**src/design/efd_pkg.sv**
```systemverilog
`default_nettype none
package efd_pkg;

  localparam int ByteW = 8;
  localparam int NibbleW = 4;
  localparam int CfgIndexW = 1;

  // register indexes on the configuration channel
  localparam logic [CfgIndexW-1:0] CFG_ESCAPE = 1'b0;
  localparam logic [CfgIndexW-1:0] CFG_TRUNCATION = 1'b1;

  localparam logic [ByteW-1:0] ESCAPE_RESET = 8'h2C;
  localparam logic [ByteW-1:0] TRUNCATION_RESET = 8'h2D;
  localparam logic [ByteW-1:0] SLASH_BYTE = 8'h2F;
  localparam logic [ByteW-1:0] DOT_BYTE = 8'h2E;

  typedef enum logic [4:0] {
    MODE_START = 5'b00001,
    MODE_ESC   = 5'b00010,
    MODE_DIGIT = 5'b00100,
    MODE_TRUNC = 5'b01000,
    MODE_DOT   = 5'b10000
  } mode_t;

  typedef struct packed {
    mode_t              mode;
    logic [NibbleW-1:0] high_nibble;
    logic               failed;
  } parse_state_t;

  typedef struct packed {
    logic [ByteW-1:0] out_byte;
    logic             out_valid;
    logic             name_done;
    logic             decode_ok;
  } result_t;

  typedef struct packed {
    logic               ok;
    logic [NibbleW-1:0] val;
  } hex_t;

  localparam parse_state_t STATE_RESET = '{mode: MODE_START, high_nibble: '0, failed: 1'b0};

  function automatic hex_t hex_decode(input logic [ByteW-1:0] c);
    hex_t h;
    h.ok = 1'b0;
    h.val = '0;
    if (c >= 8'h30 && c <= 8'h39) begin
      h.ok = 1'b1;
      h.val = NibbleW'(c - 8'h30);
    end else if (c >= 8'h41 && c <= 8'h46) begin
      h.ok = 1'b1;
      h.val = NibbleW'(c - 8'h37);
    end else if (c >= 8'h61 && c <= 8'h66) begin
      h.ok = 1'b1;
      h.val = NibbleW'(c - 8'h57);
    end
    return h;
  endfunction

endpackage
`default_nettype wire

```
**src/design/efd_step.sv**
```systemverilog
`default_nettype none
module efd_step (
  input  wire logic [efd_pkg::ByteW-1:0] in_byte,
  input  wire logic                      in_last,
  input  wire logic [efd_pkg::ByteW-1:0] escape_byte,
  input  wire logic [efd_pkg::ByteW-1:0] truncation_byte,
  input  efd_pkg::parse_state_t          state,
  output efd_pkg::parse_state_t          state_next,
  output efd_pkg::result_t               result
);
  import efd_pkg::*;

  hex_t         hex;
  parse_state_t upd;

  always_comb begin
    hex = hex_decode(in_byte);
    upd = state;
    result.out_byte = '0;
    result.out_valid = 1'b0;

    if (!state.failed) begin
      unique case (state.mode)
        MODE_ESC: begin
          if (hex.ok) begin
            upd.high_nibble = hex.val;
            upd.mode = MODE_DIGIT;
          end else if (in_byte == truncation_byte) begin
            upd.mode = MODE_TRUNC;
          end else if (in_byte == DOT_BYTE) begin
            result.out_byte = DOT_BYTE;
            result.out_valid = 1'b1;
            upd.mode = MODE_DOT;
          end else if (in_byte == SLASH_BYTE) begin
            result.out_byte = SLASH_BYTE;
            result.out_valid = 1'b1;
            upd.mode = MODE_START;
          end else begin
            upd.failed = 1'b1;
          end
        end
        MODE_DIGIT: begin
          if (hex.ok) begin
            result.out_byte = {state.high_nibble, hex.val};
            result.out_valid = 1'b1;
            upd.mode = MODE_START;
          end else begin
            upd.failed = 1'b1;
          end
        end
        MODE_TRUNC: begin
          if (in_byte == SLASH_BYTE) begin
            upd.mode = MODE_START;
          end else begin
            upd.failed = 1'b1;
          end
        end
        MODE_DOT: begin
          result.out_byte = in_byte;
          result.out_valid = 1'b1;
          upd.mode = MODE_START;
        end
        default: begin
          // start mode, and any code that cannot arise
          if (in_byte == escape_byte) begin
            upd.mode = MODE_ESC;
          end else begin
            result.out_byte = in_byte;
            result.out_valid = 1'b1;
          end
        end
      endcase
    end

    result.name_done = in_last;
    result.decode_ok = in_last && !upd.failed && (upd.mode == MODE_ESC);
    state_next = in_last ? STATE_RESET : upd;
  end

endmodule
`default_nettype wire

```
**src/design/escaped_filename_decoder.sv**
```systemverilog
`default_nettype none
// Escaped filename decoder: takes an encoded filename one byte per transaction on the
// slave stream (tlast on the final byte) and gives exactly one result transaction per
// input byte on the master stream. tuser[0] says whether tdata holds a decoded byte;
// on the result for the last byte tlast is high and tuser[1] reports whether the whole
// name decoded legally (it must end right after an escape byte and contain no malformed
// sequence). After the last byte the parser returns to its start state. The block sustains
// one byte per cycle while the master stream takes results: a byte sits in an input
// register, the parse step is decoded into the result register, and the parser state is
// updated as the byte moves on. The user must write the escape and truncation bytes on
// the configuration channel only while the block is idle; the block does not enforce it.
module escaped_filename_decoder (
  input  wire logic                               clk,
  input  wire logic                               rst,
  // slave stream
  input  wire logic                               s_axis_tvalid,
  output logic                                    s_axis_tready,
  input  wire logic [efd_pkg::ByteW-1:0]          s_axis_tdata,   // [7:0] in_byte
  input  wire logic                               s_axis_tlast,   // in_last
  // master stream
  output logic                                    m_axis_tvalid,
  input  wire logic                               m_axis_tready,
  output logic [efd_pkg::ByteW-1:0]               m_axis_tdata,   // [7:0] out_byte
  output logic [1:0]                              m_axis_tuser,   // [0] out_valid, [1] decode_ok
  output logic                                    m_axis_tlast,   // name_done
  // configuration write channel
  input  wire logic                               cfg_valid,
  output logic                                    cfg_ready,
  input  wire logic [efd_pkg::CfgIndexW-1:0]      cfg_index,
  input  wire logic [efd_pkg::ByteW-1:0]          cfg_data
);
  import efd_pkg::*;

  // configuration registers
  logic [ByteW-1:0] escape_byte;
  logic [ByteW-1:0] truncation_byte;

  // input register
  logic             in_full;
  logic [ByteW-1:0] in_byte;
  logic             in_last;

  // parser state and result register
  parse_state_t     state;
  parse_state_t     state_next;
  result_t          result_next;
  result_t          result;
  logic             out_full;

  // a byte moves on when the result register is empty or is being drained
  logic             advance;

  assign advance = in_full && (!out_full || m_axis_tready);
  assign s_axis_tready = !in_full || advance;
  assign cfg_ready = 1'b1;

  always_ff @(posedge clk) begin
    if (rst) begin
      escape_byte <= ESCAPE_RESET;
      truncation_byte <= TRUNCATION_RESET;
    end else if (cfg_valid) begin
      unique case (cfg_index)
        CFG_ESCAPE:     escape_byte <= cfg_data;
        CFG_TRUNCATION: truncation_byte <= cfg_data;
        default: ;
      endcase
    end
  end

  // input stage
  always_ff @(posedge clk) begin
    if (rst) begin
      in_full <= 1'b0;
    end else if (s_axis_tvalid && s_axis_tready) begin
      in_full <= 1'b1;
    end else if (advance) begin
      in_full <= 1'b0;
    end
  end

  always_ff @(posedge clk) begin
    if (s_axis_tvalid && s_axis_tready) begin
      in_byte <= s_axis_tdata;
      in_last <= s_axis_tlast;
    end
  end

  efd_step u_step (
    .in_byte         (in_byte),
    .in_last         (in_last),
    .escape_byte     (escape_byte),
    .truncation_byte (truncation_byte),
    .state           (state),
    .state_next      (state_next),
    .result          (result_next)
  );

  // parser state follows each byte as it is consumed
  always_ff @(posedge clk) begin
    if (rst) begin
      state <= STATE_RESET;
    end else if (advance) begin
      state <= state_next;
    end
  end

  // result stage
  always_ff @(posedge clk) begin
    if (rst) begin
      out_full <= 1'b0;
    end else if (advance) begin
      out_full <= 1'b1;
    end else if (m_axis_tready) begin
      out_full <= 1'b0;
    end
  end

  always_ff @(posedge clk) begin
    if (advance) begin
      result <= result_next;
    end
  end

  assign m_axis_tvalid = out_full;
  assign m_axis_tdata = result.out_byte;
  assign m_axis_tuser = {result.decode_ok, result.out_valid};
  assign m_axis_tlast = result.name_done;

endmodule
`default_nettype wire
```
**config.mk**
```make
export PLATFORM = sky130hd
export DESIGN_NAME = escaped_filename_decoder
export DESIGN_NICKNAME = d
export VERILOG_FILES = /design/src/design/efd_pkg.sv /design/src/design/efd_step.sv /design/src/design/escaped_filename_decoder.sv
export SDC_FILE = /design/constraint.sdc
export NUM_CORES = 1
export LEC_CHECK = 0
export BUFFER_PORTS_ARGS = -buffer_cell sky130_fd_sc_hd__buf_4
export CORE_ASPECT_RATIO = 0.5
export CORE_UTILIZATION = 40
export CTS_BUF_LIST = sky130_fd_sc_hd__clkbuf_4 sky130_fd_sc_hd__clkbuf_8
export DETAILED_ROUTE_END_ITERATION = 10
export PLACE_DENSITY = 0.62
export SLEW_MARGIN = 30
export SYNTH_ARGS = -nofsm -noshare
export SYNTH_HDL_FRONTEND = slang
export SYNTH_SLANG_ARGS = --single-unit
```
**constraint.sdc**
```tcl
create_clock -name clk -period 2.95 [get_ports clk]
set_input_delay 0.4425 -clock clk [delete_from_list [all_inputs] [get_ports clk]]
set_output_delay 0.4425 -clock clk [all_outputs]
set_load 0.02 [all_outputs]
```
==> reports/qor.csv, run 1 <==
metric,value,unit
h-tree-depth,2,
insertion_delay,310,ps
setup_slack,444.7,ps
relSlewSlack,58.21,%
nets,341,
status,completed,
cts_hold_buf,0,
use_met3,4.840,%
grt_pass1_vias,2015,
timing.final.crit_period,2505,ps
slew_viol_final,0,
synth_area_per_cell,8.818,µm²
netlist_instances,293,
io_buffers,35,
async_reset_ff_share,0,%
synth_edf_count,20,
crit_slowest_cell,edfxtp_1,
cp_max_fo,9,
r2r-end,m_axis_tdata[0],
syn_area,2584,µm²
synth_top_cell_by_area,edfxtp_1,
slowest_delay,560,ps
drt_iter0_drc,137,
syn_to_final_growth,15.98,%
seq_area_frac_synth,44.94,%
dp_hpwl,4.696,mm
grt_max_degree,22,
reg2reg_depth,8,
die_h,58.83,µm
layout-drive-gt1-share,15.87,%
power_leakage,1.093,nW
start_kind,flip-flop,
initial_core_util,41.97,%
critical_path_class,reg -> reg,
path_delay_family,compound AO/OA/AOI/OAI gates,
cap_violations,0,
cts.clk_slew.worst_paths,90,ps
fin_crit_sh,84.93,%
cts_resized,0,
hp-class,in -> reg,
clock-sinks,48,
tritoncts,yes,
pin_count,37,
via_per_inst,5.571,
route.vias.total,2245,
ant_nets,0,
gr-usage-met2,29.51,%
tns,0,ps
firstDrtPassIters,5,
cts_root_buf,clkbuf_8,
cp.depth,8,
ys.warnings.count,0,
die-area,6804,µm²
cp_data_required_time,3070,ps
core,6156,µm²
timing.fmax,0.3992,GHz
fp-row-count,20,
cts_setup_buffers,0,
remaining_drc_errors,0,
cp_data_arrival_time,2630,ps
path_cells,inv_1 -> ha_1 -> o21bai_1 -> a21oi_2 -> nor2_1 -> nor2_2 -> a22oi_1 -> a211oi_1,
hold_viol,0,
rr_startpoint,in_byte[0],
grt_pass1_wl,10.43,mm
path_buf_inv,1,
globalRoute.totalOverflow,0,
powerDensity,494.0,nW/µm²
preCtsSetupSlack,512.3,ps
setup_violations,0,
ys_ff_latch,48,
gp_congestion,0.8799,
r2r_setup_slack,440,ps
rsz0062_at_grt,no,
startpoint,in_byte[0],
antennaDiodeCount,0,
ir_worst_vdd,292.0,µV
clock_skew,5.732,ps
numCtsBuffers,5,
grt.total_usage,20.32,%
worst_pin_slew,626.0,ps
grt_busiest_layer,met1,
yosys.area.top_type_share,23.24,%
wl_per_cell,16.05,µm
grt_util_met1,30.18,%
synthTopCellsByArea,"edfxtp_1, dfxtp_1, nand2_1",
antenna_found_initial,0,
end_kind,flip-flop,
wl,6.469,mm
crit_end,m_axis_tdata[0],
synthFlopType,dfxtp_1,
dieWidth,115.7,µm
ys_types,56,
syn_nets,320,
clk_path_buf_depth,2,
Yosys cell counts (2+ instances only):
| library cell | number |
|---|---|
| nand2_1 | 40 |
| dfxtp_1 | 28 |
| a21oi_1 | 23 |
| edfxtp_1 | 20 |
| nand3_1 | 20 |
| clkbuf_1 | 15 |
| nor2_1 | 14 |
| a31oi_1 | 9 |
| inv_1 | 9 |
| xnor2_1 | 9 |
| xor2_1 | 9 |
| nand2b_1 | 7 |
| nor3_1 | 7 |
| a22oi_1 | 6 |
| nor4_1 | 6 |
| nor3b_1 | 5 |
| ha_1 | 4 |
| o21ai_1 | 4 |
| and2_1 | 3 |
| buf_2 | 3 |
| buf_4 | 3 |
| nand4_1 | 3 |
| o21ai_0 | 3 |
| or2_1 | 3 |
| a211oi_1 | 2 |
| a31o_1 | 2 |
| a32oi_1 | 2 |
| nand3b_1 | 2 |
| nor2b_1 | 2 |
| o221ai_1 | 2 |
| o22ai_1 | 2 |
| o31ai_1 | 2 |
placed cells by master (no fill, tap or decap), drive strengths merged, types with 2 or more instances in the layout:
master  netlist  layout
or2           5       5
and2          3       3
nand2        40      40
ha            4       4
edfxtp       20      20
o21ai         8       8
buf           7      36
nand4         3       3
a21oi        24      24
nand3        20      20
xnor2         9       9
dfxtp        28      28
a211oi        2       2
o221ai        2       2
nor4          6       6
nor2b         2       2
o31ai         2       2
nor3b         5       5
nand2b        7       7
clkbuf       15       5
nand3b        2       2
a31oi         9       9
bufinv        0       2
a32oi         2       2
inv           9      10
a22oi         6       6
xor2          9       9
nor2         15      15
a31o          2       2
o22ai         2       2
nor3          7       7
worst min-delay path by stage:
| stage | from | endpoint | slack (ps) | cells past startpoint |
|---|---|---|---|---|
| 2_1_floorplan | state[2] | state[2] | 430 | 2 |
| 4_1_cts | s_axis_tdata[3] | in_byte[3] | 300 | 1 |
| 3_5_place_dp | state[2] | state[2] | 460 | 2 |
| 6_report | s_axis_tdata[6] | in_byte[6] | 310 | 1 |
| 5_1_grt | s_axis_tdata[2] | in_byte[2] | 290 | 1 |
| 3_3_place_gp | state[2] | state[2] | 450 | 2 |
cells by family (layout without fill, tap and decap cells):
logic type                 count (synthesis)  count (layout)  share of synthesized area [%]
adders and majority gates                  4               4                          1.937
DFF                                       48              48                          44.94
xor gates and xnor gates                  18              18                          6.102
other                                      1               1                         0.1451
AOI/OAI and AO/OA                         68              68                          17.09
buffers and inverters                     31              53                          5.375
and+or+nand+nor                          123             123                          24.41
report_power, final:
group          switching (W)  total, W  internal, W
clock               0.000235  0.000576     0.000341
sequential         0.0000341  0.000755     0.000721
combinational      0.0000813  0.000149    0.0000679
total               0.000350   0.00148      0.00113
cell type report:
cell class | count | area (µm²)
clock inverters | 3 | 68.82
flip-flops and latches | 48 | 1161
inverters | 9 | 33.78
well taps | 88 | 110.1
multi-input cells | 214 | 1284
repair buffers | 36 | 270.3
fillers | 623 | 3159
clock buffers | 5 | 68.82
layer usage:
metal  routed length [µm]  share of wire [%]
met5                    0                  0
met4                   57               0.88
met3                  563                8.7
met2                 2738                 42
met1                 3110                 48
sequential cells by signal (all words and copies together), names as in the netlist:
| name | flops |
|---|---|
| truncation_byte | 8 |
| m_axis_tuser | 2 |
| in_last | 1 |
| in_byte | 8 |
| m_axis_tvalid | 1 |
| escape_byte | 8 |
| m_axis_tdata | 8 |
| state | 10 |
| m_axis_tlast | 1 |
| in_full | 1 |
per-stage QoR:
stage	hold WS [ps]	instances	instance area [µm²]	power [W]	util, %
2_1_floorplan	432.1	293	2584	0.0008581	-
3_3_place_gp	448.4	395	2859	0.0009159	46.44
3_5_place_dp	464.5	395	2859	0.0009188	46.44
4_1_cts	295.4	403	2997	0.001490	48.68
5_1_grt	287.0	403	2997	0.001535	48.68
6_report	306.9	403	2997	0.001480	48.68
Note: power is estimated with default switching activity, not from simulation.
==> inputs of run 2 (changes only) <==
--- a/config.mk
+++ b/config.mk
@@ -5,12 +5,13 @@
 export SDC_FILE = /design/constraint.sdc
 export NUM_CORES = 1
 export LEC_CHECK = 0
+export ABC_AREA = 1
 export BUFFER_PORTS_ARGS = -buffer_cell sky130_fd_sc_hd__buf_4
 export CORE_ASPECT_RATIO = 0.5
 export CORE_UTILIZATION = 40
 export CTS_BUF_LIST = sky130_fd_sc_hd__clkbuf_4 sky130_fd_sc_hd__clkbuf_8
 export DETAILED_ROUTE_END_ITERATION = 10
-export PLACE_DENSITY = 0.62
+export PLACE_DENSITY = 0.64
 export SLEW_MARGIN = 30
 export SYNTH_ARGS = -nofsm -noshare
 export SYNTH_HDL_FRONTEND = slang
==> constraint.sdc (replaced) <==
create_clock -name clk -period 2.25 [get_ports clk]
set_input_delay 0.3375 -clock clk [delete_from_list [all_inputs] [get_ports clk]]
set_output_delay 0.3375 -clock clk [all_outputs]
set_load 0.02 [all_outputs]
==> run 2 against run 1 <==
Against the previous run: flip-flop and latch count unchanged; wire length shrank 8.7%; die area is 1.7% higher; clock power shrank 10%; area after synthesis is 1.8% higher; clock skew barely moved; cell area rose by 2.0%; power increased by 17%; non-clock buffer count rose by 3; setup slack worse by 290 ps.
==> reports/qor.csv, run 2 <==
metric,value,unit
route.vias.total,2323,
final_common_cell,nand2_1,
ant_nets,0,
fin_area,3057,µm²
gp_congestion,0.9035,
fin_util,49.25,%
setup_slack,154.0,ps
synth_area_per_cell,7.645,µm²
critical_path_class,reg -> reg,
grt_pass1_vias,2109,
fin_crit_sh,93.16,%
top_register,state,
rsz0062_at_grt,no,
rr_startpoint,in_byte[1],
dieWidth,116.7,µm
ys.warnings.count,0,
initial_core_util,42.38,%
synthFlopType,dfxtp_1,
startpoint,in_byte[1],
grt.total_usage,18.78,%
ys_ff_latch,48,
path_buf_inv,3,
crit_end,m_axis_tdata[7],
yosysMostFrequentCell,nand2_1,
wl,5.906,mm
start_kind,flip-flop,
p_total,0.001735,W
grt_max_degree,17,
synth_edf_count,20,
ir_worst_vdd,223.3,µV
synthTopCellsByArea,"edfxtp_1, dfxtp_1, nand2_1",
pin_count,37,
synthTopCellsByCount,"nand2_1, nor2_1, inv_1, dfxtp_1, a21oi_1",
wl_per_cell,12.57,µm
timing.final.crit_period,2096,ps
dp_hpwl,4.508,mm
hp-class,in -> reg,
async_reset_ff_share,0,%
yosys.area.top_type_share,22.84,%
layout-drive-gt1-share,20.16,%
antenna_found_initial,0,
preCtsSetupSlack,195.3,ps
tns,0,ps
cts.clk_slew.worst_paths,90,ps
layout_common_cells,"nand2_1, nor2_1, buf_4",
syn_nets,371,
ys_types,35,
antennaDiodeCount,0,
cp_max_fo,8,
fp-row-count,20,
setup_violations,0,
cts_root_buf,clkbuf_8,
tritoncts,yes,
globalRoute.totalOverflow,0,
powerDensity,567.5,nW/µm²
io_buffers,35,
end_kind,flip-flop,
cp_data_arrival_time,2150,ps
clock-sinks,48,
path_delay_family,simple AND/OR/NAND/NOR gates,
core,6206,µm²
worst_pin_slew,593.6,ps
cap_violations,0,
slew_viol_final,0,
hold_viol,0,
numCtsBuffers,5,
path_cells,inv_2 -> ha_1 -> inv_1 -> nand3_1 -> nand2_4 -> nand2_4 -> nand2_1 -> inv_1 -> a22oi_1 -> nor2_1,
firstDrtPassIters,4,
insertion_delay,300,ps
via_per_inst,4.943,
syn_to_final_growth,16.22,%
die-area,6923,µm²
r2r_setup_slack,150,ps
h-tree-depth,2,
slowest_delay,510,ps
clk_path_buf_depth,2,
relSlewSlack,60.38,%
netlist_instances,344,
reg2reg_depth,10,
nets,408,
remaining_drc_errors,0,
timing.fmax,0.4771,GHz
dpl_cell_area,2955,µm²
crit_slowest_cell,edfxtp_1,
syn_area,2630,µm²
grt_pass1_wl,9.798,mm
cp_data_required_time,2300,ps
power_leakage,1.356,nW
status,completed,
cp.depth,10,
seq_area_frac_synth,44.15,%
synth_top_cell_by_area,edfxtp_1,
r2r-end,m_axis_tdata[7],
largest_register_ff_count,10,
drt_iter0_drc,133,
die_h,59.34,µm
clock_skew,6.208,ps
==> run 2: cell types whose count changed after synthesis, moves of 6 or more <==
cell / delta
a31oi_1: -7
clkbuf_1: -13
inv_1: +20
nand2_1: +53
nand2b_1: -7
nor2_1: +29
nor4_1: -6
o21ai_0: +7
xor2_1: -7
==> run 2: stage by stage <==
stage | instances | hold WS, ps
final | 470 | 204.1
after floorplan | 344 | 410.5
after CTS | 468 | 197.5
after detailed placement | 460 | 460.8
after global placement | 460 | 455.5
after global routing | 470 | 189.3
==> run 2: layout make-up <==
class                           instances  area (µm²)
Tap cell                               88       110.1
Multi-Input combinational cell        249        1262
Inverter                               38       143.9
Sequential cell                        48        1161
Clock inverter                          3       17.52
Fill cell                             619        3149
Timing Repair Buffer                   39       292.8
Clock buffer                            5       68.82
==> run 2: timing repair <==
action / in CTS / in global routing
endpoints found under the setup margin: 0 / 1
gates resized for setup: 0 / 0
hold buffers: 0 / 0
setup buffers: 0 / 2
==> run 2: kinds of logic (layout without fill, tap and decap cells) <==
family	after synthesis	after routing	share of synthesized area [%]
compound gates	48	48	10.51
xor+xnor	13	13	4.329
fa+ha+maj	4	4	1.903
buf+inv	47	85	7.849
flops	48	48	44.15
other cells	1	1	0.1426
simple gates	183	183	31.11
==> run 2: worst min-delay path by stage <==
stage	startpoint	to	slack [ps]	cells after the start
floorplan	rst	state[2]	410	1
global placement	state[4]	state[4]	460	2
detailed placement	state[3]	state[3]	460	2
CTS	s_axis_tdata[5]	in_byte[5]	200	1
global route	s_axis_tdata[5]	in_byte[5]	190	1
finish	s_axis_tdata[3]	in_byte[3]	200	1
==> run 2: power breakdown <==
part           switching [W]  leakage, nW  internal (W)  total (W)
registers          0.0000391        0.419      0.000951   0.000990
clock network       0.000300       0.0460      0.000218   0.000517
logic               0.000129        0.892     0.0000987   0.000228
total               0.000468         1.36       0.00127    0.00173
==> run 2: routing by layer <==
| layer | vias up | routed length, µm | track usage [%] |
|---|---|---|---|
| met3 | 9 | 388 | 3.885 |
| met5 | - | 0 | 0 |
| met2 | 78 | 2632 | 30.43 |
| met4 | 0 | 87 | 5.787 |
| met1 | 1056 | 2798 | 25.51 |
| li1 | 1180 | - | - |
==> inputs of run 3 (changes only) <==
--- a/config.mk
+++ b/config.mk
@@ -11,7 +11,7 @@
 export CORE_UTILIZATION = 40
 export CTS_BUF_LIST = sky130_fd_sc_hd__clkbuf_4 sky130_fd_sc_hd__clkbuf_8
 export DETAILED_ROUTE_END_ITERATION = 10
-export PLACE_DENSITY = 0.64
+export PLACE_DENSITY = 0.62
 export SLEW_MARGIN = 30
 export SYNTH_ARGS = -nofsm -noshare
 export SYNTH_HDL_FRONTEND = slang
==> constraint.sdc (replaced) <==
create_clock -name clk -period 2.5 [get_ports clk]
set_input_delay 0.375 -clock clk [delete_from_list [all_inputs] [get_ports clk]]
set_output_delay 0.375 -clock clk [all_outputs]
set_load 0.02 [all_outputs]
==> run 3 against run 2 <==
Against the previous run: sequential power decreased by 9.8%; utilization fell by 0.10 points; combinational power decreased by 11%; clock-buffer cell count increased by 1; power shrank 7.9%; maximum frequency is essentially flat; largest power group unchanged; highest routed layer unchanged.
==> reports/qor.csv, run 3 (same netlist as run 2, synthesis figures left out) <==
metric,value,unit
tritoncts,yes,
cp_data_required_time,2560,ps
slowest_delay,520,ps
layout-drive-gt1-share,20.00,%
grt_max_degree,17,
io_buffers,35,
die-area,6923,µm²
grt_pass1_vias,2103,
critical_path_class,reg -> reg,
setup_slack,405.6,ps
die_h,59.34,µm
cts_resized,0,
setup_violations,0,
syn_to_final_growth,15.98,%
tns,0,ps
power_leakage,1.353,nW
via_per_inst,4.865,
cp_data_arrival_time,2150,ps
fp-row-count,20,
drt_iter0_drc,144,
hold_viol,0,
fin_crit_sh,83.78,%
grt_pass1_wl,10.16,mm
ant_nets,0,
numCtsBuffers,5,
remaining_drc_errors,0,
largest_register_ff_count,10,
core,6206,µm²
wl_per_cell,12.94,µm
dieWidth,116.7,µm
clock_skew,10.11,ps
antenna_found_initial,0,
h-tree-depth,2,
cap_violations,0,
top_register,state,
fillers,621,
preCtsSetupSlack,452.8,ps
cts_hold_buf,0,
status,completed,
route.vias.total,2277,
cts_setup_buffers,0,
rsz0062_at_grt,no,
crit_slowest_cell,edfxtp_1,
clk_path_buf_depth,2,
insertion_delay,320,ps
worst_pin_slew,570.0,ps
cts.clk_slew.worst_paths,90,ps
powerDensity,523.9,nW/µm²
slew_viol_final,0,
dp_hpwl,4.550,mm
path_cells,inv_2 -> ha_1 -> inv_1 -> nor2_1 -> nand3_1 -> nand2_2 -> nand2_4 -> nand2_1 -> inv_1 -> a22oi_1 -> nor2_1,
pin_count,37,
cts_root_buf,clkbuf_8,
initial_core_util,42.38,%
timing.final.crit_period,2094,ps
globalRoute.totalOverflow,0,
layout_common_cells,"nand2_1, nor2_1, buf_4",
clock-sinks,48,
final_common_cell,nand2_1,
ff_latch_area,1161,µm²
ir_worst_vdd,336.7,µV
timing.hold.ws,229.7,ps
timing.fmax,0.4775,GHz
end_kind,flip-flop,
grt.total_usage,19.83,%
hp-class,in -> reg,
gp_congestion,0.9191,
relSlewSlack,61.96,%
antennaDiodeCount,0,
start_kind,flip-flop,
wl,6.054,mm
multiInputGateArea,1262,µm²
cp_max_fo,6,
firstDrtPassIters,4,
nets,406,
-- run 3: cell count changes in the layout (fill, tap and decap cells not counted) --
cell,previous run,this run
buf_4,39,37
inv_6,1,0
inv_4,0,2
clkbuf_8,5,6
clkinv_1,4,3
clkinv_2,2,1
-- run 3: area by class of cell --
| cell class | count | share of cell area (%) |
|---|---|---|
| Timing Repair Buffer | 37 | 9.106 |
| Multi-Input combinational cell | 249 | 41.39 |
| Sequential cell | 48 | 38.06 |
| Tap cell | 88 | 3.610 |
| Inverter | 38 | 4.717 |
| Clock buffer | 6 | 2.707 |
| Clock inverter | 2 | 0.4102 |
-- run 3: path summary, 6_finish.rpt --
kind	from	to	slack (ps)	depth (start not counted)
worst max-delay path	in_byte[0]	m_axis_tdata[7]	410	11
worst min-delay path	s_axis_tdata[3]	in_byte[3]	230	1
worst max register to register	in_byte[0]	m_axis_tdata[7]	410	11
worst min register to register	state[1]	state[1]	480	2
-- run 3: worst max-delay path: cells and delay by family, from the launching register on --
family,cells,cell delay [ps]
flip-flops,1,520
adder cells (fa/ha/maj),1,150
buffers and inverters,3,320
AND/OR/NAND/NOR,6,630
AO/OA/AOI/OAI,1,210
-- run 3: where the power goes --
group | total (W) | switching, W | internal, W
Clock | 0.000504 | 0.000278 | 0.000226
Combinational | 0.000202 | 0.000115 | 0.0000866
Sequential | 0.000893 | 0.0000368 | 0.000856
-- run 3: layer usage --
metal  vias to the layer above  share of wire (%)  routed length (µm)  global-route usage, %
met5                         -                  0                   0                      0
met2                        60                 43                2604                  30.01
met4                         0                2.0                 121                  6.510
li1                       1176                  -                   -                      -
met1                      1029                 50                3041                  26.55
met3                        12                4.7                 287                  7.055
-- run 3: through the flow --
step / instance area (µm²) / instances / power (W) / utilization [%]
detailed placement: 2955 / 460 / 0.001113 / 47.62
global placement: 2955 / 460 / 0.001109 / 47.62
CTS: 3050 / 468 / 0.001609 / 49.15
floorplan: 2630 / 344 / 0.001036 / -
global route: 3050 / 468 / 0.001681 / 49.15
finish: 3050 / 468 / 0.001598 / 49.15
